[src/design/assert_macros.svh]
// assertion macros shared by the sampler modules
// each macro expects clk and arst_n in scope of the user
`ifndef ASSERT_MACROS_SVH
`define ASSERT_MACROS_SVH

// same-cycle implication, disabled during reset
`define SCRS_ASSERT_IMPL(label, ante, cons) \
	label: assert property (@(posedge clk) disable iff (!arst_n) (ante) |-> (cons)) \
		else $error("scrs assertion failed");

// next-cycle implication, disabled during reset
`define SCRS_ASSERT_NEXT(label, ante, cons) \
	label: assert property (@(posedge clk) disable iff (!arst_n) (ante) |=> (cons)) \
		else $error("scrs assertion failed");

`endif

[src/design/scrs_pkg.sv]
// shared types and constants of the small coefficient rejection sampler
// no dependencies
`timescale 1ns / 1ps

package scrs_pkg;

	localparam int unsigned CoeffW  = 3;
	localparam int unsigned IdxW    = 10;
	localparam int unsigned CntW    = 11;
	localparam int unsigned MaxRun  = 5;
	localparam int unsigned RunW    = 3;
	localparam int unsigned ByteW   = 8;
	localparam int unsigned CfgIdxW = 2;

	// configuration register indexes
	localparam logic [CfgIdxW-1:0] RegEtaMode = 2'd0;
	localparam logic [CfgIdxW-1:0] RegTarget  = 2'd1;

	localparam logic [CntW-1:0] TargetReset = 11'd256;

	// eta mode codes
	localparam logic EtaOne = 1'b0;
	localparam logic EtaTwo = 1'b1;

	typedef logic signed [CoeffW-1:0] coeff_t;

	typedef struct packed {
		logic            eta_mode;
		logic [CntW-1:0] target;   // already saturated
	} cfg_t;

	// one queue entry: accepted coefficients of one item
	typedef struct packed {
		coeff_t [MaxRun-1:0] vals;
		logic [RunW-1:0]     n;     // 1..MaxRun
		logic [CntW-1:0]     base;  // count before the first coefficient
	} entry_t;

endpackage

[src/design/scrs_if.sv]
// channel interfaces: random byte input, coefficient output, configuration writes
// depends on scrs_pkg
`timescale 1ns / 1ps

interface scrs_in_if;
	import scrs_pkg::*;
	logic             valid;
	logic             ready;
	logic [ByteW-1:0] rand_byte;
	logic             restart;
	modport source (output valid, rand_byte, restart, input ready);
	modport sink (input valid, rand_byte, restart, output ready);
endinterface

interface scrs_out_if;
	import scrs_pkg::*;
	logic            valid;
	logic            ready;
	coeff_t          coeff;
	logic [IdxW-1:0] coeff_index;
	logic            last_of_run;
	logic            target_reached;
	modport source (output valid, coeff, coeff_index, last_of_run, target_reached,
		input ready);
	modport sink (input valid, coeff, coeff_index, last_of_run, target_reached,
		output ready);
endinterface

interface scrs_cfg_if;
	import scrs_pkg::*;
	logic               valid;
	logic               ready;
	logic [CfgIdxW-1:0] index;
	logic [CntW-1:0]    wdata;
	modport source (output valid, index, wdata, input ready);
	modport sink (input valid, index, wdata, output ready);
endinterface

[src/design/small_coefficient_rejection_sampler.sv]
// top level of the small coefficient rejection sampler
// depends on scrs_pkg, scrs_if, scrs_front, scrs_fifo, scrs_back
`timescale 1ns / 1ps

// Turns a stream of random bytes into polynomial coefficients bounded by eta.
// With eta_mode 0 a byte below 243 splits into five base-3 digits, least
// significant first, mapped 0,1,2 to 0,1,-1; with eta_mode 1 the low then the
// high nibble is used, and a nibble below 15 gives 2 - (nibble mod 5).
// Rejected bytes or nibbles give nothing. Coefficients stop once the count
// reaches the configured target (saturated at MAX_COEFFS); restart on an item clears
// the count before that item is used. The input side takes one item per cycle
// while the two-entry run queue has room; the output side delivers one
// coefficient per cycle unless the receiver stalls it. An accepted eta-1 byte
// yields up to five coefficients, an eta-2 byte up to two, and a rejected
// byte none.
// Sustained rate is limited by the output side and by the receiver's ready.
// Configuration writes are always ready and take effect on the next cycle;
// write only while the sampler is idle.
module small_coefficient_rejection_sampler #(
	parameter int unsigned MAX_COEFFS = 1024
) (
	input  logic        clk,
	input  logic        arst_n,
	scrs_in_if.sink     rnd,
	scrs_out_if.source  coef,
	scrs_cfg_if.sink    cfg
);
	import scrs_pkg::*;

	// configuration registers
	logic            eta_mode_q;
	logic [CntW-1:0] target_q;

	// target clipped at the polynomial size
	logic [CntW-1:0] target_eff;
	cfg_t            cfg_cur;

	// run queue between front and back
	entry_t          q_wdata;
	entry_t          q_head;
	logic            q_push;
	logic            q_pop;
	logic            q_full;
	logic            q_empty;

	assign cfg.ready = 1'b1;

	always_ff @(posedge clk or negedge arst_n) begin
		if (!arst_n) begin
			eta_mode_q <= EtaOne;
			target_q   <= TargetReset;
		end else if (cfg.valid) begin
			case (cfg.index)
				RegEtaMode: eta_mode_q <= cfg.wdata[0];
				RegTarget:  target_q   <= cfg.wdata;
				default: ;  // unknown index, dropped
			endcase
		end
	end

	// a target above MAX_COEFFS is clipped to MAX_COEFFS
	assign target_eff = (32'(target_q) > MAX_COEFFS) ? CntW'(MAX_COEFFS) : target_q;

	assign cfg_cur.eta_mode = eta_mode_q;
	assign cfg_cur.target   = target_eff;

	// front: classify each byte and reserve its coefficient indexes
	scrs_front u_front (
		.clk     (clk),
		.arst_n  (arst_n),
		.rnd     (rnd),
		.cfg     (cfg_cur),
		.q_full  (q_full),
		.q_push  (q_push),
		.q_wdata (q_wdata)
	);

	scrs_fifo #(
		.DEPTH (2)
	) u_fifo (
		.clk    (clk),
		.arst_n (arst_n),
		.push   (q_push),
		.wdata  (q_wdata),
		.pop    (q_pop),
		.rdata  (q_head),
		.full   (q_full),
		.empty  (q_empty)
	);

	// back: one coefficient item per cycle from the head run, unless the output stalls
	scrs_back u_back (
		.clk     (clk),
		.arst_n  (arst_n),
		.coef    (coef),
		.cfg     (cfg_cur),
		.head    (q_head),
		.q_empty (q_empty),
		.q_pop   (q_pop)
	);

endmodule

[src/design/scrs_front.sv]
// front end: accepts random bytes, extracts candidate coefficients, trims to target
// depends on scrs_pkg, scrs_if, assert_macros.svh
`timescale 1ns / 1ps
`include "assert_macros.svh"

module scrs_front (
	input  logic                 clk,
	input  logic                 arst_n,
	scrs_in_if.sink              rnd,
	input  scrs_pkg::cfg_t       cfg,
	input  logic                 q_full,
	output logic                 q_push,
	output scrs_pkg::entry_t     q_wdata
);
	import scrs_pkg::*;

	// candidate coefficients of one byte, packed from slot 0, and their count
	typedef struct packed {
		coeff_t [MaxRun-1:0] vals;
		logic [RunW-1:0]     n;
	} cand_t;

	function automatic cand_t classify(input logic [ByteW-1:0] b, input logic mode);
		cand_t           c;
		logic [7:0]      qd [6];
		logic [15:0]     prod;
		logic [1:0]      d;
		logic [3:0]      nib;
		logic [11:0]     np;
		logic [3:0]      nq;
		logic [2:0]      r;
		logic [RunW-1:0] k;
		c = '0;
		if (mode == EtaOne) begin
			if (b < 8'd243) begin
				// b / 3^i for every digit at once, each by its own reciprocal,
				// exact for bytes below 243
				qd[0] = b;
				prod = 16'(b) * 16'd171;
				qd[1] = 8'(prod >> 9);
				prod = 16'(b) * 16'd57;
				qd[2] = 8'(prod >> 9);
				prod = 16'(b) * 16'd19;
				qd[3] = 8'(prod >> 9);
				prod = 16'(b) * 16'd203;
				qd[4] = 8'(prod >> 14);
				qd[5] = 8'd0;
				for (int i = 0; i < 5; i++) begin
					// digit i is b / 3^i minus three times b / 3^(i+1)
					d = 2'(qd[i] - 8'(3 * qd[i+1]));
					case (d)
						2'd0: c.vals[i] = 3'sd0;
						2'd1: c.vals[i] = 3'sd1;
						default: c.vals[i] = -3'sd1;
					endcase
				end
				c.n = RunW'(MaxRun);
			end
		end else begin
			k = '0;
			for (int i = 0; i < 2; i++) begin
				nib = (i == 0) ? b[3:0] : b[7:4];
				np = 12'(nib) * 12'd205;
				nq = {2'b00, np[11:10]};
				r = 3'(nib - 4'(5 * nq));
				if (nib < 4'hf) begin
					c.vals[k] = 3'sd2 - coeff_t'(r);
					k = k + 1'b1;
				end
			end
			c.n = k;
		end
		return c;
	endfunction

	logic [CntW-1:0] count_q;
	logic [CntW-1:0] cnt_eff;
	logic [CntW-1:0] remaining;
	logic [RunW-1:0] n;
	logic            accept;
	cand_t           cand;

	assign rnd.ready = !q_full;
	assign accept    = rnd.valid && rnd.ready;
	assign cnt_eff   = rnd.restart ? '0 : count_q;
	assign remaining = (cnt_eff < cfg.target) ? cfg.target - cnt_eff : '0;
	assign cand      = classify(rnd.rand_byte, cfg.eta_mode);
	assign n         = (remaining < CntW'(cand.n)) ? remaining[RunW-1:0] : cand.n;

	assign q_push        = accept && (n != '0);
	assign q_wdata.vals  = cand.vals;
	assign q_wdata.n     = n;
	assign q_wdata.base  = cnt_eff;

	always_ff @(posedge clk or negedge arst_n) begin
		if (!arst_n) begin
			count_q <= '0;
		end else if (accept) begin
			count_q <= cnt_eff + CntW'(n);
		end
	end

	`SCRS_ASSERT_IMPL(a_push_run_bounded, q_push, q_wdata.n <= RunW'(MaxRun))
	`SCRS_ASSERT_NEXT(a_count_follows, accept, count_q == $past(cnt_eff) + CntW'($past(n)))

endmodule

[src/design/scrs_fifo.sv]
// short queue of per-item coefficient runs between front and back
// depends on scrs_pkg, assert_macros.svh
`timescale 1ns / 1ps
`include "assert_macros.svh"

module scrs_fifo #(
	parameter int unsigned DEPTH = 2
) (
	input  logic             clk,
	input  logic             arst_n,
	input  logic             push,
	input  scrs_pkg::entry_t wdata,
	input  logic             pop,
	output scrs_pkg::entry_t rdata,
	output logic             full,
	output logic             empty
);
	import scrs_pkg::*;

	localparam int unsigned PtrW = (DEPTH > 1) ? $clog2(DEPTH) : 1;
	localparam int unsigned FillW = $clog2(DEPTH + 1);

	entry_t           mem_q [DEPTH];
	logic [PtrW-1:0]  wr_ptr_q;
	logic [PtrW-1:0]  rd_ptr_q;
	logic [FillW-1:0] fill_q;

	assign full  = (fill_q == FillW'(DEPTH));
	assign empty = (fill_q == '0);
	assign rdata = mem_q[rd_ptr_q];

	always_ff @(posedge clk) begin
		if (push) begin
			mem_q[wr_ptr_q] <= wdata;
		end
	end

	always_ff @(posedge clk or negedge arst_n) begin
		if (!arst_n) begin
			wr_ptr_q <= '0;
			rd_ptr_q <= '0;
			fill_q   <= '0;
		end else begin
			if (push) begin
				wr_ptr_q <= (wr_ptr_q == PtrW'(DEPTH - 1)) ? '0 : wr_ptr_q + 1'b1;
			end
			if (pop) begin
				rd_ptr_q <= (rd_ptr_q == PtrW'(DEPTH - 1)) ? '0 : rd_ptr_q + 1'b1;
			end
			if (push && !pop) begin
				fill_q <= fill_q + 1'b1;
			end else if (pop && !push) begin
				fill_q <= fill_q - 1'b1;
			end
		end
	end

	`SCRS_ASSERT_IMPL(a_no_overflow, push, !full)
	`SCRS_ASSERT_IMPL(a_no_underflow, pop, !empty)

endmodule

[src/design/scrs_back.sv]
// back end: walks each queued run and issues one coefficient per cycle unless the receiver stalls
// depends on scrs_pkg, scrs_if, assert_macros.svh
`timescale 1ns / 1ps
`include "assert_macros.svh"

module scrs_back (
	input  logic             clk,
	input  logic             arst_n,
	scrs_out_if.source       coef,
	input  scrs_pkg::cfg_t   cfg,
	input  scrs_pkg::entry_t head,
	input  logic             q_empty,
	output logic             q_pop
);
	import scrs_pkg::*;

	logic [RunW-1:0] k_q;
	logic            oval_q;
	coeff_t          coeff_q;
	logic [IdxW-1:0] idx_q;
	logic            last_q;
	logic            reached_q;

	logic            load;
	logic            issue;
	logic            run_end;
	logic [CntW-1:0] pos;

	assign load    = !oval_q || coef.ready;
	assign issue   = load && !q_empty;
	assign run_end = (k_q == head.n - 1'b1);
	assign pos     = head.base + CntW'(k_q);
	assign q_pop   = issue && run_end;

	assign coef.valid          = oval_q;
	assign coef.coeff          = coeff_q;
	assign coef.coeff_index    = idx_q;
	assign coef.last_of_run    = last_q;
	assign coef.target_reached = reached_q;

	always_ff @(posedge clk or negedge arst_n) begin
		if (!arst_n) begin
			oval_q <= 1'b0;
			k_q    <= '0;
		end else if (load) begin
			oval_q <= issue;
			if (issue) begin
				k_q <= run_end ? '0 : k_q + 1'b1;
			end
		end
	end

	always_ff @(posedge clk) begin
		if (issue) begin
			coeff_q   <= head.vals[k_q];
			idx_q     <= pos[IdxW-1:0];
			last_q    <= run_end;
			reached_q <= (pos + 1'b1) == cfg.target;
		end
	end

	`SCRS_ASSERT_IMPL(a_slot_in_run, !q_empty, k_q < head.n)
	`SCRS_ASSERT_NEXT(a_pop_marks_last, q_pop, oval_q && last_q)

endmodule
[src/flat_wrapper.sv]
// flat-port wrapper written by rule: the top's interface ports become plain ports
module small_coefficient_rejection_sampler_flat import scrs_pkg::*;
#(
	parameter int unsigned MAX_COEFFS = 1024
)
  (clk, arst_n, rnd_valid, rnd_rand_byte, rnd_restart, rnd_ready, coef_valid, coef_coeff, coef_coeff_index, coef_last_of_run, coef_target_reached, coef_ready, cfg_valid, cfg_index, cfg_wdata, cfg_ready);
  scrs_in_if rnd_i ();
  scrs_out_if coef_i ();
  scrs_cfg_if cfg_i ();
  input  logic clk;
  input  logic arst_n;
  input wire logic [$bits(rnd_i.valid)-1:0] rnd_valid;
  input wire logic [$bits(rnd_i.rand_byte)-1:0] rnd_rand_byte;
  input wire logic [$bits(rnd_i.restart)-1:0] rnd_restart;
  output wire logic [$bits(rnd_i.ready)-1:0] rnd_ready;
  output wire logic [$bits(coef_i.valid)-1:0] coef_valid;
  output wire logic [$bits(coef_i.coeff)-1:0] coef_coeff;
  output wire logic [$bits(coef_i.coeff_index)-1:0] coef_coeff_index;
  output wire logic [$bits(coef_i.last_of_run)-1:0] coef_last_of_run;
  output wire logic [$bits(coef_i.target_reached)-1:0] coef_target_reached;
  input wire logic [$bits(coef_i.ready)-1:0] coef_ready;
  input wire logic [$bits(cfg_i.valid)-1:0] cfg_valid;
  input wire logic [$bits(cfg_i.index)-1:0] cfg_index;
  input wire logic [$bits(cfg_i.wdata)-1:0] cfg_wdata;
  output wire logic [$bits(cfg_i.ready)-1:0] cfg_ready;
  assign rnd_i.valid = rnd_valid;
  assign rnd_i.rand_byte = rnd_rand_byte;
  assign rnd_i.restart = rnd_restart;
  assign rnd_ready = rnd_i.ready;
  assign coef_valid = coef_i.valid;
  assign coef_coeff = coef_i.coeff;
  assign coef_coeff_index = coef_i.coeff_index;
  assign coef_last_of_run = coef_i.last_of_run;
  assign coef_target_reached = coef_i.target_reached;
  assign coef_i.ready = coef_ready;
  assign cfg_i.valid = cfg_valid;
  assign cfg_i.index = cfg_index;
  assign cfg_i.wdata = cfg_wdata;
  assign cfg_ready = cfg_i.ready;
  small_coefficient_rejection_sampler #(.MAX_COEFFS(MAX_COEFFS)) u_core (.clk(clk), .arst_n(arst_n), .rnd(rnd_i), .coef(coef_i), .cfg(cfg_i));
endmodule
[config.mk]
export PLATFORM = sky130hd
export DESIGN_NAME = small_coefficient_rejection_sampler_flat
export DESIGN_NICKNAME = d
export VERILOG_FILES = /design/src/design/scrs_pkg.sv /design/src/design/scrs_if.sv /design/src/design/small_coefficient_rejection_sampler.sv /design/src/design/scrs_front.sv /design/src/design/scrs_fifo.sv /design/src/design/scrs_back.sv /design/src/flat_wrapper.sv
export VERILOG_INCLUDE_DIRS = /design/src /design/src/design
export SDC_FILE = /design/constraint.sdc
export NUM_CORES = 1
export LEC_CHECK = 0
export ABC_CLOCK_PERIOD_IN_PS = 15000
export BUFFER_PORTS_ARGS = -buffer_cell sky130_fd_sc_hd__buf_2
export CORE_MARGIN = 2
export CORE_UTILIZATION = 35
export DETAILED_ROUTE_END_ITERATION = 12
export PLACE_DENSITY = 0.47
export SYNTH_ARGS = -nofsm -noshare
export SYNTH_HDL_FRONTEND = slang
export SYNTH_SLANG_ARGS = --single-unit
[constraint.sdc]
create_clock -name clk -period 15 [get_ports clk]
set_input_delay 2.25 -clock clk [delete_from_list [all_inputs] [get_ports clk]]
set_output_delay 2.25 -clock clk [all_outputs]
set_load 0.01 [all_outputs]
Word-level counts from Yosys, hierarchy flattened
Memories as Yosys holds them, arrays and structs flattened.
Index checks and enable logic that the tools add are counted.
{"block": "word_totals", "romBits": 0, "latch_bits": 0, "output_inout_bits": 18, "register_bits": 46, "mem_count": 1, "ramBits": 58}
{"memory": "u_core.u_fifo.mem_q", "words": 2, "width": 29, "read_ports": 1, "rd_ports_with_merged_regs": 0, "write_ports": 1, "line": "scrs_fifo.sv:23", "text": "entry_t mem_q [DEPTH];"}
{"block": "classes", "n_bitwise": 0, "add_sub_neg": 19, "shift": 0, "n_div": 0, "muxes": 29, "n_lt_le_gt_ge": 9, "eq_ne": 9, "n_reduce_logical": 25, "mul": 12}
{"op": "two-way mux 18 bit", "count": 2}
{"op": "two-way mux 11 bit", "count": 3}
{"op": "multiplier 8 x 8 -> 16 bit (second input constant)", "count": 2}
{"op": "one-hot mux 3 bit (2 select lines)", "count": 5}
{"op": "multiplier 4 x 8 -> 12 bit (second input constant)", "count": 2}
{"op": "two-way mux 3 bit", "count": 8}
{"op": "adder 11 x 3 -> 11 bit", "count": 2}
{"op": "bitwise mux 15 bit", "count": 1}
{"op": "two-way mux 15 bit", "count": 1}
{"op": "logical NOT 2 bit", "count": 7}
{"op": "multiplier 8 x 6 -> 14 bit (second input constant)", "count": 1}
{"op": "multiplier 8 x 5 -> 13 bit (second input constant)", "count": 1}
{"op": "equality test 2 x 1 -> 1 bit (second input constant)", "count": 6}
{"op": "adder 11 x 1 -> 11 bit (second input constant)", "count": 1}
{"op": "equality test 11 bit", "count": 1}
{"op": "greater-than comparator 11 bit (second input constant)", "count": 1}
{"op": "< comparator 11 bit", "count": 1}
{"op": "< comparator 11 x 3 -> 1 bit", "count": 1}
{"op": "subtractor 11 bit", "count": 1}
{"op": "binary-select mux 3 bit (select 3 bit)", "count": 1}
{"op": "demux 3 bit (select 3 bit)", "count": 1}
{"op": "< comparator 3 x 4 -> 1 bit (second input constant)", "count": 2}
{"op": "< comparator 4 bit (second input constant)", "count": 2}
{"op": "< comparator 8 bit (second input constant)", "count": 1}
{"op": "24 further kinds", "count": 49}

Logic depth before layout (Yosys ltp)
{"block": "depth", "word_depth": 18, "mapped_depth": 25, "depth_no_buf": 24}

Cells and area by module
A second synthesis with hierarchy kept.
{"block": "unflattened", "hier_cells": 866, "hier_area_um2": 9395.3}
{"mod": "scrs_front", "instances": 1, "cells_each": 574, "area_each_um2": 4858.4}
{"mod": "scrs_fifo", "instances": 1, "cells_each": 106, "area_each_um2": 2397.3}
{"mod": "scrs_back", "instances": 1, "cells_each": 145, "area_each_um2": 1545.2}
{"mod": "small_coefficient_rejection_sampler", "instances": 1, "cells_each": 41, "area_each_um2": 594.3}

Least setup slack after synthesis
Ideal clock, no wire load.
{"block": "synth_path", "path_kind": "input to register", "start": "input rnd_restart", "end": "memory u_core.u_fifo.mem_q[0][0] (netlist bit) (enable)", "required_ns": 14.588, "path_slack_ns": 8.039, "setup_time_ns": 0.412, "t_arrival_ns": 6.549, "path_stages": 18, "n_path_buf": 1, "cell_sequence": "inv_1 > clkbuf_1 > nand2_1 > ha_1 > nor2b_1 > o21ai_1 > nand2_1 > a21oi_1 > or2_2 > nor2_1 > ha_1 > nand2b_1 > a2111o_1 > o211a_4 > mux2_2 > nor2_1 > nor2_1 > nor2b_1"}
{"block": "synth_between", "elab_chain_cells": 9, "word_cells_on_any_way": 10, "cone_classes": "add/sub (1); order compare (2); mux (5); reduce/logical (2)"}
{"element": "start: declaration", "line": "flat_wrapper.sv:14", "text": "input wire logic [$bits(rnd_i.restart)-1:0] rnd_restart;"}
{"element": "two-way mux 11 bit *", "line": "scrs_front.sv:85", "text": "assign cnt_eff = rnd.restart ? '0 : count_q;"}
{"element": "subtractor 11 bit / < comparator 11 bit (equally long branches)", "line": "scrs_front.sv:86", "text": "assign remaining = (cnt_eff < cfg.target) ? cfg.target - cnt_eff : '0;"}
{"element": "two-way mux 11 bit *", "line": "scrs_front.sv:86"}
{"element": "< comparator 11 x 3 -> 1 bit", "line": "scrs_front.sv:88", "text": "assign n = (remaining < CntW'(cand.n)) ? remaining[RunW-1:0] : cand.n;"}
{"element": "two-way mux 3 bit *", "line": "scrs_front.sv:88"}
{"element": "nonzero test 3 bit *", "line": "scrs_front.sv:90", "text": "assign q_push = accept && (n != '0);"}
{"element": "logical AND 1 bit *", "line": "scrs_front.sv:90"}
{"element": "via u_core.q_push", "line": "small_coefficient_rejection_sampler.sv:41", "text": "logic q_push;"}
{"element": "two-way mux 1 bit *", "line": "scrs_fifo.sv:33", "text": "if (push) begin"}
{"element": "two-way mux 1 bit (not written as such) *", "line": "scrs_fifo.sv:34", "text": "mem_q[wr_ptr_q] <= wdata;"}
{"element": "end: declaration", "line": "scrs_fifo.sv:23"}
The timed path passes the listed nets; every way through them passes the cells marked *.

==> results.yml <==
floorplan:
  dieHeight_um: 161
  start_util_pct: 35.5
  rows: 57
  dieArea_mm2: 0.0259
  ioPinCount: 45
  die_w_um: 161
  fp.coreArea_mm2: 0.0242
synthesis:
  netlist_instances: 814
  ys_top_cells_by_count: "ha_1, inv_1, edfxtp_1, xnor2_1, nand2_1"
  yosys-top-cells-area: "edfxtp_1, ha_1, dfrtp_1"
  synth.top_cell.area_share_pct: 23.3
  post_synth_instance_area_mm2: 0.00862
  ys_ff_latch: 98
  yosysTopAreaCell: "edfxtp_1"
  synth-edff-count: 67
  synth.avg_cell_area_um2: 10.6
  synth_cell_type_count: 74
  synth_most_common_cell: "ha_1"
  synthFlopType: "edfxtp_1"
  async_flop_share_pct: 31.6
  yosysWarnings: 0
  synthesis.nets: 1011
  seq_area_frac_synth_pct: 32.4
final_layout:
  stdcell_count: 1184
  nNetsFinal: 1052
  layout-drive-gt1-share_pct: 12.0
  num-fill-cells: 2390
  regArea_mm2: 0.00279
  syn_to_final_growth_pct: 10.1
  multi_input_area_mm2: 0.00537
  diodes: 0
flow_run:
  max-cap-violations: 0
route:
  vias: 5687
  wl_per_cell_um: 15.4
  met3_length_um: 546
  avgViaCountPerCell: 4.80
  drtIter0Drc: 242
  dr_wl_met2_mm: 7.71
  drt_wl_total_mm: 18.2
  ant_nets: 0
  first_pass_iters: 5
  top_layer_used: "met4"
  drc_errors: 0
  wl_met1_mm: 9.80
grt:
  grt-ovfl-total: 0
  grt_pass1_wl_mm: 30.3
  antenna_found_initial: 0
  grt_usage_pct: 14.8
  grt_pass1_vias: 5678
  grt_max_degree: 32
setup_path:
  critPathArrivalTime_ps: 7180
  ff2ff_path_depth: 22
  critPathSlowestCell: "fa_1"
  r2r-start: "u_core.target_q[10]"
  cp-start-kind: "input pin"
  cp_cell_sequence: "buf_2 -> nor2b_1 -> inv_1 -> ha_1 -> a21o_1 -> a21oi_1 -> nand2_1 -> a21oi_1 -> or2_2 -> nor2_1 -> ha_1 -> nand2b_1 -> a2111o_1 -> o211a_4 -> o21ai_0 -> inv_1 -> fa_1 -> inv_1 -> a21oi_1 -> nor2_1 -> nand2_1 -> nor3_1 -> nand3_1 -> xor2_1"
  cp-end-kind: "flop"
  path_max_fanout: 7
  worst-r2r-setup-slack_ps: 9470
  critPathKind: "in2reg"
  slowest_delay_ps: 430
  r2r-end: "u_core.u_front.count_q[10]"
  required_ps: 15240
clocking:
  cts_setup_buffers: 0
  clock-sinks: 98
  path_clk_slew_ps: 70
  h-tree-depth: 3
  cts_buffer_depth: 2
  cts-resized-gates: 0
  cts_buffers: 9
  clock_latency_ps: 350
  ctsHoldBuffers: 0
  cts_tree: "built"
  cts_root_buffer: "clkbuf_16"
sta:
  fmax_mhz: 144
  worst_slack_ps: 8060
  setup_violations: 0
  post-route-period-util_pct: 46.3
  rsz0062_at_grt: "no"
  hold_viol: 0
  drv_slew: 0
  fin_setup_tns_ps: 0
  period_needed_ps: 6940
  worst_slew_pin_slew_ps: 797
  relSlewSlack_pct: 46.8
  whs_ps: 490
  finClkSkew_ps: 8.68
min_path:
  min_to: "u_core.u_back.coef.valid"
  hold_class: "reg2reg"
  worstHoldStart: "u_core.u_back.coef.valid"
  hold_depth: 2
power_and_ir_drop:
  p_sw_share_pct: 41.0
  p_leak_nw: 4.41
  combPwrFrac_pct: 55.4
  power.density_mw_per_mm2: 169
  p_clk_share_pct: 14.0
  ir_drop_uv: 65.9
  p_sw_mw: 0.659
  seqPwrFrac_pct: 30.6
  p_int_mw: 0.947
placement:
  dp_hpwl_mm: 14.5
  gp_congestion: 0.800
  io_buffer_count: 43
  placed_cells: 1168
  pre_cts_ws_ps: 7670
status:
  status: "finished, final reports clean"
==> power groups by stage <==
| stage | combinational (mW) | clock, mW | sequential, mW |
|---|---|---|---|
| after floorplan | 0.700 | 0 | 0.482 |
| after global placement | 0.894 | 0 | 0.498 |
| after detailed placement | 0.897 | 0 | 0.498 |
| after CTS | 0.904 | 0.235 | 0.493 |
| after global routing | 1.02 | 0.245 | 0.504 |
| final | 0.889 | 0.225 | 0.491 |
==> critical path: cells and delay by family <==
family	cells	cell delay (ps)
buf+inv	4	430
fa+ha+maj	3	1130
simple gates	9	1480
xor+xnor	1	150
compound gates	7	1730
==> stage by stage <==
step | instance area (um^2) | total power, mW | util, %
2_1_floorplan | 8620 | 1.18 | -
4_1_cts | 9490 | 1.63 | 39.1
6_report | 9490 | 1.61 | 39.1
5_1_grt | 9490 | 1.77 | 39.1
3_5_place_dp | 9200 | 1.40 | 37.9
3_3_place_gp | 9200 | 1.39 | 37.9
==> layout make-up <==
cell class	count	area share (%)
multi-input cells	595	56.6
flip-flops and latches	98	29.4
well taps	324	4.27
inverters	105	4.16
clock buffers	10	2.52
repair buffers	46	2.51
clock inverters	6	0.514
==> cells in the final DEF (no fill, tap or decap), types with 10 or more instances in the layout <==
master	n
a21o_1	15
a21oi_1	32
buf_2	43
dfrtp_1	30
edfxtp_1	67
fa_1	33
ha_1	137
inv_1	105
mux2_2	18
mux2i_1	16
nand2_1	51
nand3_1	14
nor2_1	29
nor2b_1	18
nor3_1	10
o21ai_0	30
xnor2_1	58
xor2_1	25
==> kinds of logic (layout without fill, tap and decap cells) <==
kind of cell | Yosys count | in the layout | share of synthesized area, %
fa+ha+maj | 170 | 170 | 27.6
simple gates | 169 | 169 | 10.0
compound gates | 133 | 133 | 10.7
buf+inv | 121 | 167 | 5.34
flops | 98 | 98 | 32.4
xor+xnor | 83 | 83 | 8.43
mux | 39 | 39 | 5.52
other cells | 1 | 1 | 0.0435
==> metal layers <==
layer,track usage (%),up-vias
li1,-,2930
met4,2.56,0
met3,2.40,11
met5,0,-
met1,22.7,2661
met2,22.2,85
==> registers in the layout (all words and copies together), names as in the netlist <==
| signal | count |
|---|---|
| u_core.u_back.coef.coeff | 3 |
| u_core.u_fifo.mem_q | 52 |
| u_core.u_back.coef.valid | 1 |
| u_core.u_front.count_q | 11 |
| u_core.u_fifo.fill_q | 2 |
| u_core.u_fifo.wr_ptr_q | 1 |
| u_core.u_back.coef.coeff_index | 10 |
| u_core.eta_mode_q | 1 |
| u_core.target_q | 11 |
| u_core.u_back.coef.target_reached | 1 |
| u_core.u_back.k_q | 3 |
| u_core.u_fifo.rd_ptr_q | 1 |
| u_core.u_back.coef.last_of_run | 1 |
==> worst max path at each step <==
stage / startpoint / cells after the start / end / slack, ps
3_3_place_gp: rnd_restart / 24 / u_core.u_front.count_q[10] / 7860
4_1_cts: rnd_restart / 24 / u_core.u_front.count_q[10] / 8060
6_report: rnd_restart / 24 / u_core.u_front.count_q[10] / 8060
5_1_grt: rnd_restart / 24 / u_core.u_front.count_q[10] / 7500
2_1_floorplan: rnd_restart / 18 / u_core.u_fifo.mem_q[0][0] / 8040
3_5_place_dp: rnd_restart / 24 / u_core.u_front.count_q[10] / 7670
Note: power is estimated with default switching activity, not from simulation.
